### src/lmsd_pkg.sv
// shared types, constants and helpers for the led matrix scan driver
// no dependencies; imported by led_matrix_spi_scan_driver
package lmsd_pkg;

    localparam int MATRIX_SIZE = 8;
    localparam int IDX_W       = $clog2(MATRIX_SIZE);
    localparam int CNT_W       = IDX_W + 1;
    localparam int ROW_W       = 8;
    localparam int LIT_W       = 4;
    localparam int LIT_LEVELS  = ROW_W + 1;

    typedef logic [IDX_W-1:0] idx_t;
    typedef logic [CNT_W-1:0] cnt_t;
    typedef logic [ROW_W-1:0] row_t;
    typedef logic [LIT_W-1:0] lit_t;

    localparam logic [1:0] CMD_SPI_BYTE = 2'd0;
    localparam logic [1:0] CMD_SS_RISE  = 2'd1;
    localparam logic [1:0] CMD_REFRESH  = 2'd2;
    localparam logic [1:0] CMD_UNUSED   = 2'd3;

    localparam row_t ROW_ALL_OFF = '1;

    // on-time compare value, indexed by the number of lit rows
    localparam logic [7:0] ON_TIME_TABLE [0:LIT_LEVELS-1] = '{
        8'd255, 8'd48, 8'd77, 8'd107, 8'd136, 8'd166, 8'd195, 8'd225, 8'd255
    };

    typedef struct packed {
        logic [1:0] command;
        logic [7:0] data_byte;
    } in_item_t;

    typedef struct packed {
        logic [7:0] shift_out_byte;
        logic       drive_valid;
        logic [2:0] column_select;
        logic [7:0] row_bits;
        logic [7:0] on_time;
    } out_item_t;

    typedef enum logic [2:0] {
        ST_IDLE,
        ST_SHIFT,
        ST_COPY,
        ST_ROW,
        ST_EMIT
    } state_t;

    // (a + b) mod MATRIX_SIZE for a, b already below MATRIX_SIZE
    function automatic idx_t wrap_add(idx_t a, idx_t b);
        cnt_t s;
        s = {1'b0, a} + {1'b0, b};
        if (s >= CNT_W'(MATRIX_SIZE)) begin
            s = s - CNT_W'(MATRIX_SIZE);
        end
        return s[IDX_W-1:0];
    endfunction

    // lit rows are the low bits of the active-low pattern
    function automatic lit_t lit_count(row_t row);
        lit_t n;
        n = '0;
        for (int i = 0; i < ROW_W; i++) begin
            n = n + {{(LIT_W-1){1'b0}}, ~row[i]};
        end
        return n;
    endfunction

endpackage

### src/led_matrix_spi_scan_driver.sv
// led matrix scan driver: spi shift ring, frame latch copy and column scan
// ring and frame store are memories with registered reads; depends on lmsd_pkg
// path to the output register: slave select or unused command via the emit state, spi byte
// via shift, refresh tick via row, refresh tick with latch copy via the copy sweep and row
// a new transfer is taken only in idle, once the last has left emit; the copy sweep reads
// the ring through its single read port, one byte per cycle
// reset (aresetn low, synchronous) clears control state and the per-entry valid bits;
// ring entries read as 0x00 and frame entries as 0xff until written
module led_matrix_spi_scan_driver (
    input  logic               aclk,
    input  logic               aresetn,
    input  logic               s_valid,
    output logic               s_ready,
    input  lmsd_pkg::in_item_t s_data,
    output logic               m_valid,
    input  logic               m_ready,
    output lmsd_pkg::out_item_t m_data
);
    import lmsd_pkg::*;

    state_t    state_reg, state_next;
    idx_t      idx_reg, idx_next;
    idx_t      col_reg, col_next;
    logic      armed_reg, armed_next;
    cnt_t      cnt_reg, cnt_next;
    out_item_t res_reg, res_next;
    logic      m_valid_reg, m_valid_next;
    out_item_t m_data_reg, m_data_next;

    // memories and their valid bits
    logic [7:0] ring_mem  [0:MATRIX_SIZE-1];
    row_t       frame_mem [0:MATRIX_SIZE-1];
    logic [MATRIX_SIZE-1:0] ring_vld_reg;
    logic [MATRIX_SIZE-1:0] frame_vld_reg;
    logic [7:0] ring_rd_reg;
    logic       ring_rd_vld_reg;
    row_t       frame_rd_reg;
    logic       frame_rd_vld_reg;

    logic       ring_we, ring_re;
    idx_t       ring_waddr, ring_raddr;
    logic [7:0] ring_wdata;
    logic       frame_we, frame_re;
    idx_t       frame_waddr, frame_raddr;
    row_t       frame_wdata;

    logic       accept;
    logic       out_free;
    logic       copy_go;
    logic [7:0] ring_byte;
    row_t       row;
    lit_t       lit;

    assign accept    = s_valid && s_ready;
    assign out_free  = !m_valid_reg || m_ready;
    assign copy_go   = (col_reg == '0) && armed_reg;
    assign ring_byte = ring_rd_vld_reg ? ring_rd_reg : 8'h00;
    assign row       = frame_rd_vld_reg ? frame_rd_reg : ROW_ALL_OFF;
    assign lit       = lit_count(row);

    assign s_ready = (state_reg == ST_IDLE);
    assign m_valid = m_valid_reg;
    assign m_data  = m_data_reg;

    // next state
    always_comb begin
        state_next = state_reg;
        unique case (state_reg)
            ST_IDLE: begin
                if (accept) begin
                    unique case (s_data.command)
                        CMD_SPI_BYTE: state_next = ST_SHIFT;
                        CMD_REFRESH:  state_next = copy_go ? ST_COPY : ST_ROW;
                        CMD_SS_RISE,
                        CMD_UNUSED:   state_next = ST_EMIT;
                        default:      state_next = ST_EMIT;
                    endcase
                end
            end
            ST_SHIFT: state_next = ST_EMIT;
            ST_COPY: begin
                if (cnt_reg == CNT_W'(MATRIX_SIZE)) begin
                    state_next = ST_ROW;
                end
            end
            ST_ROW: state_next = ST_EMIT;
            ST_EMIT: begin
                if (out_free) begin
                    state_next = ST_IDLE;
                end
            end
            default: state_next = ST_IDLE;
        endcase
    end

    // datapath and memory control
    always_comb begin
        idx_next     = idx_reg;
        col_next     = col_reg;
        armed_next   = armed_reg;
        cnt_next     = cnt_reg;
        res_next     = res_reg;
        m_valid_next = m_valid_reg;
        m_data_next  = m_data_reg;
        ring_we      = 1'b0;
        ring_waddr   = idx_reg;
        ring_wdata   = s_data.data_byte;
        ring_re      = 1'b0;
        ring_raddr   = wrap_add(idx_reg, IDX_W'(1));
        frame_we     = 1'b0;
        frame_waddr  = cnt_reg[IDX_W-1:0] - IDX_W'(1);
        frame_wdata  = ~ring_byte;
        frame_re     = 1'b0;
        frame_raddr  = col_reg;

        if (m_ready) begin
            m_valid_next = 1'b0;
        end

        unique case (state_reg)
            ST_IDLE: begin
                if (accept) begin
                    res_next = '0;
                    unique case (s_data.command)
                        CMD_SPI_BYTE: begin
                            ring_we  = 1'b1;
                            ring_re  = 1'b1;
                            idx_next = wrap_add(idx_reg, IDX_W'(1));
                        end
                        CMD_SS_RISE: armed_next = 1'b1;
                        CMD_REFRESH: begin
                            col_next = wrap_add(col_reg, IDX_W'(1));
                            cnt_next = '0;
                            if (copy_go) begin
                                armed_next = 1'b0;
                            end else begin
                                frame_re    = 1'b1;
                                frame_raddr = col_next;
                            end
                        end
                        CMD_UNUSED: ;
                        default: ;
                    endcase
                end
            end
            ST_SHIFT: res_next.shift_out_byte = ring_byte;
            ST_COPY: begin
                // read ring oldest-first, write the inverted byte in the following cycle
                if (cnt_reg != CNT_W'(MATRIX_SIZE)) begin
                    ring_re    = 1'b1;
                    ring_raddr = wrap_add(cnt_reg[IDX_W-1:0], idx_reg);
                end else begin
                    frame_re = 1'b1;
                end
                if (cnt_reg != '0) begin
                    frame_we = 1'b1;
                end
                cnt_next = cnt_reg + CNT_W'(1);
            end
            ST_ROW: begin
                res_next.drive_valid   = 1'b1;
                res_next.column_select = 3'(col_reg);
                res_next.row_bits      = row;
                res_next.on_time       = ON_TIME_TABLE[lit];
            end
            ST_EMIT: begin
                if (out_free) begin
                    m_valid_next = 1'b1;
                    m_data_next  = res_reg;
                end
            end
            default: ;
        endcase
    end

    always_ff @(posedge aclk) begin
        if (!aresetn) begin
            state_reg     <= ST_IDLE;
            idx_reg       <= '0;
            col_reg       <= '0;
            armed_reg     <= 1'b0;
            cnt_reg       <= '0;
            m_valid_reg   <= 1'b0;
            ring_vld_reg  <= '0;
            frame_vld_reg <= '0;
        end else begin
            state_reg   <= state_next;
            idx_reg     <= idx_next;
            col_reg     <= col_next;
            armed_reg   <= armed_next;
            cnt_reg     <= cnt_next;
            m_valid_reg <= m_valid_next;
            if (ring_we) begin
                ring_vld_reg[ring_waddr] <= 1'b1;
            end
            if (frame_we) begin
                frame_vld_reg[frame_waddr] <= 1'b1;
            end
        end
    end

    always_ff @(posedge aclk) begin
        res_reg    <= res_next;
        m_data_reg <= m_data_next;
    end

    // shift ring memory
    always_ff @(posedge aclk) begin
        if (ring_we) begin
            ring_mem[ring_waddr] <= ring_wdata;
        end
        if (ring_re) begin
            ring_rd_reg     <= ring_mem[ring_raddr];
            ring_rd_vld_reg <= ring_vld_reg[ring_raddr];
        end
    end

    // frame store memory, last copy write forwarded to a same-entry read
    always_ff @(posedge aclk) begin
        if (frame_we) begin
            frame_mem[frame_waddr] <= frame_wdata;
        end
        if (frame_re) begin
            if (frame_we && (frame_waddr == frame_raddr)) begin
                frame_rd_reg     <= frame_wdata;
                frame_rd_vld_reg <= 1'b1;
            end else begin
                frame_rd_reg     <= frame_mem[frame_raddr];
                frame_rd_vld_reg <= frame_vld_reg[frame_raddr];
            end
        end
    end

`ifndef ASSERT_OFF
    a_copy_clears_latch: assert property (@(posedge aclk) disable iff (!aresetn)
        (accept && s_data.command == CMD_REFRESH && copy_go)
            |=> (!armed_reg && state_reg == ST_COPY && cnt_reg == '0))
        else $error("latch copy did not start cleanly");

    a_copy_bound: assert property (@(posedge aclk) disable iff (!aresetn)
        (state_reg == ST_COPY) |-> (cnt_reg <= CNT_W'(MATRIX_SIZE)))
        else $error("copy sweep overran the ring");

    a_index_range: assert property (@(posedge aclk) disable iff (!aresetn)
        (idx_reg < IDX_W'(MATRIX_SIZE - 1) || idx_reg == IDX_W'(MATRIX_SIZE - 1))
            && (col_reg < IDX_W'(MATRIX_SIZE - 1) || col_reg == IDX_W'(MATRIX_SIZE - 1)))
        else $error("ring or column index out of range");

    a_drive_fields: assert property (@(posedge aclk) disable iff (!aresetn)
        (m_valid_reg && !m_data_reg.drive_valid)
            |-> (m_data_reg.row_bits == '0 && m_data_reg.on_time == '0
                 && m_data_reg.column_select == '0))
        else $error("drive fields set without a column drive");
`endif

endmodule
### config.mk
export PLATFORM = sky130hd
export DESIGN_NAME = led_matrix_spi_scan_driver
export DESIGN_NICKNAME = d
export VERILOG_FILES = /design/src/lmsd_pkg.sv /design/src/led_matrix_spi_scan_driver.sv
export SDC_FILE = /design/constraint.sdc
export NUM_CORES = 1
export LEC_CHECK = 0
export BUFFER_PORTS_ARGS = -buffer_cell sky130_fd_sc_hd__buf_4
export CAP_MARGIN = 20
export CORE_MARGIN = 3
export CORE_UTILIZATION = 42
export DETAILED_ROUTE_END_ITERATION = 12
export SYNTH_ARGS = -nofsm -noshare
export SYNTH_HDL_FRONTEND = slang
export SYNTH_SLANG_ARGS = --single-unit
### constraint.sdc
create_clock -name aclk -period 3.9 [get_ports aclk]
set_input_delay 0.195 -clock aclk [delete_from_list [all_inputs] [get_ports aclk]]
set_output_delay 0.195 -clock aclk [all_outputs]
set_load 0.02 [all_outputs]
==> results.sh <==
export IMPL_switching_share_pct=21.3
export IMPL_coreArea_um2=24500
export IMPL_n_fill_cell=2154
export IMPL_ant_nets=0
export IMPL_rsz0062_at_grt="no"
export IMPL_vias_per_cell=5.40
export IMPL_yosysUniqueCellTypes=69
export IMPL_drc_errors=0
export IMPL_start_util_pct=43.2
export IMPL_worst_pin_slew_ns=0.894
export IMPL_synth_area_um2=10600
export IMPL_grt_pass1_wl_mm=34.6
export IMPL_h_tree_depth=1
export IMPL_die_w_um=165
export IMPL_critical_path_top_delay_family="adder cells"
export IMPL_ys_warn_count=0
export IMPL_multi_input_area_um2=3690
export IMPL_crit_chain="nor2b_4 > fa_1 > fa_1 > fa_1 > ha_2 > inv_1 > fa_2 > ha_4 > xor2_1 > a21oi_1"
export IMPL_num_io_pins=44
export IMPL_crit_path_end_kind="flop"
export IMPL_die_area_um2=27200
export IMPL_finalCritPeriodShare_pct=95.6
export IMPL_hold_path_class="primary input to flop"
export IMPL_synth_edf_count=200
export IMPL_vias=6740
export IMPL_clockRootBuffer="clkbuf_16"
export IMPL_ys_seq_area_share_pct=62.5
export IMPL_grt_total_usage_pct=16.1
export IMPL_clock_skew_ns=0.0116
export IMPL_path_max_fanout=8
export IMPL_seqCellArea_um2=6630
export IMPL_tns_ns=0
export IMPL_placed_area_um2=11200
export IMPL_synth_fp_nets=882
export IMPL_final_common_cell="edfxtp_1"
export IMPL_cp_slowest_stage_delay_ns=0.62
export IMPL_status="finished, final reports clean"
export IMPL_grt_pass1_vias=6415
export IMPL_antenna_cells=0
export IMPL_reg_top3="frame_mem x64, ring_mem x64"
export IMPL_rows=57
export IMPL_cts_tree="yes"
export IMPL_post_synth_top_area_fraction_pct=56.6
export IMPL_critPathKind="flop to flop"
export IMPL_path_common_cell="fa_1"
export IMPL_grt_overflow=0
export IMPL_setup_violations=0
export IMPL_drive_above_1_share_pct=16.1
export IMPL_routabilityCongestion=0.789
export IMPL_cts_sinks=231
export IMPL_slowest_stage="fa_2"
export IMPL_hold_viol=0
export IMPL_max_cap_violations=0
export IMPL_fmax_ghz=0.268
export IMPL_worst_endpoint_arrival_ns=3.96
export IMPL_drt_total_wl_mm=21.8
export IMPL_clk_latency_ns=0.52
export IMPL_layout_min_cycle_time_ns=3.73
export IMPL_power_leakage_uw=0.00429
export IMPL_synth_seq_cells=231
export IMPL_p_clk_share_pct=43.9
export IMPL_final_nets=936
export IMPL_finalInstanceArea_um2=12300
export IMPL_die_y_um=165
export IMPL_path_buf_inv=1
export IMPL_post_drt_wl_per_cell_um=17.5
export IMPL_async_flop_share_pct=0
export IMPL_dr_pass1_iters=5
export IMPL_yosysTopAreaCell="edfxtp_1"
export IMPL_portBuffers=43
export IMPL_hpwl_mm=14.4
export IMPL_drv_slew=0
export IMPL_internal_power_uw=4510
export IMPL_synth_main_ff_cell="edfxtp_1"
export IMPL_postCtsSetupRepairBufs=0
export IMPL_switchingPower_uw=1220
export IMPL_cp_start_kind="flop"
export IMPL_grt_max_degree=65
export IMPL_syn_area_per_cell_um2=12.5
export IMPL_layout_common_cells="edfxtp_1 (200), nand2_1 (97), a21oi_1 (66)"
export IMPL_synth_area_top_cells="edfxtp_1 (57%), dfxtp_1 (5.9%), nand2b_1 (3.5%), nand2_1 (3.4%), a21oi_1 (3.1%)"
export IMPL_clock_path_buffers=3
export IMPL_syn2layout_area_growth_pct=15.8
export IMPL_pwr_share_comb_pct=7.3
export IMPL_drtIter0Drc=481
export IMPL_p_seq_share_pct=48.8
export IMPL_vdd_drop_max_mv=0.398
export IMPL_power_density_nw_per_um2=467
export IMPL_max_slew_margin_pct=40.2
export IMPL_antenna_found_initial=0
export IMPL_cp_required_ns=4.13
export IMPL_clkTransAtPathRegs_ns=0.06
export IMPL_synthCells=851
export IMPL_cts_buffers=26
[per-layer routing]
metal  GRT usage (%)  share of wire, %  vias up
met5               0                 0        -
met1            21.7                45     3251
li1                -                 -     3281
met4            4.99               2.9        0
met2            27.0                48      160
met3            2.31               4.1       48
[path summary, 6_finish.rpt]
path                             startpoint                   endpoint  slack, ns  cells past startpoint
max reg2reg  frame_rd_vld_reg$_SDFFCE_PP1P_   res_reg[1]$_SDFFCE_PN0P_       0.17                     10
min reg2reg       res_reg[15]$_SDFFCE_PN0P_       m_data[15]$_DFFE_PP_       0.42                      0
min                               s_data[8]  state_reg[0]$_SDFFE_PN0P_       0.03                      4
max          frame_rd_vld_reg$_SDFFCE_PP1P_   res_reg[1]$_SDFFCE_PN0P_       0.17                     10
[final cells by class]
class | instances | area share, %
well taps | 324 | 3.30
clock inverters | 14 | 1.56
inverters | 17 | 0.561
repair buffers | 74 | 4.83
clock buffers | 33 | 5.69
multi-input cells | 555 | 30.1
flip-flops and latches | 231 | 54.0
[worst reg2reg max path, cell delays in order (launching register included)]
cell and delay, ns:
edfxtp_1 0.47, nor2b_4 0.18, fa_1 0.51, fa_1 0.51, fa_1 0.50, ha_2 0.17
inv_1 0.06, fa_2 0.62, ha_4 0.22, xor2_1 0.14, a21oi_1 0.08
[power by group through the flow]
stage | Combinational (uW) | Clock (uW) | Sequential, uW
floorplan | 252 | 0 | 2860
global placement | 397 | 0 | 2850
detailed placement | 401 | 0 | 2850
CTS | 411 | 2570 | 2800
global route | 466 | 2670 | 2800
finish | 418 | 2520 | 2800
[repair_timing]
item	in CTS	in global routing
setup endpoints to repair	0	3
hold buffers	10	0
endpoints found under the hold margin	66	0
resized for setup	0	8
[synthesized netlist by cell type, types with 20 or more instances]
library cell	n
edfxtp_1	200
nand2_1	97
a21oi_1	66
nand2b_1	60
nor2_1	36
and3_1	35
nor3_1	35
clkbuf_1	34
a2111oi_0	32
dfxtp_1	31
mux2_2	20
[logic make-up after synthesis]
| group | after synthesis | share of synthesized area, % |
|---|---|---|
| compound gates | 174 | 11.1 |
| mux | 42 | 4.48 |
| flops | 231 | 62.5 |
| fa+ha+maj | 17 | 2.36 |
| simple gates | 311 | 15.4 |
| buf+inv | 65 | 3.04 |
| xor+xnor | 11 | 1.09 |
[stage by stage]
step | setup slack, ns | instances | power, uW | hold slack, ns | util (%)
CTS | 0.0942 | 1247 | 5780 | 0.00335 | 49.8
global route | 0.00351 | 1248 | 5940 | 0.0477 | 50.0
floorplan | 0.333 | 851 | 3110 | 0.285 | -
detailed placement | 0.0980 | 1190 | 3250 | 0.405 | 45.8
finish | 0.173 | 1248 | 5730 | 0.0256 | 50.0
global placement | 0.159 | 1190 | 3240 | 0.402 | 45.8
Note: power is estimated with default switching activity, not from simulation.
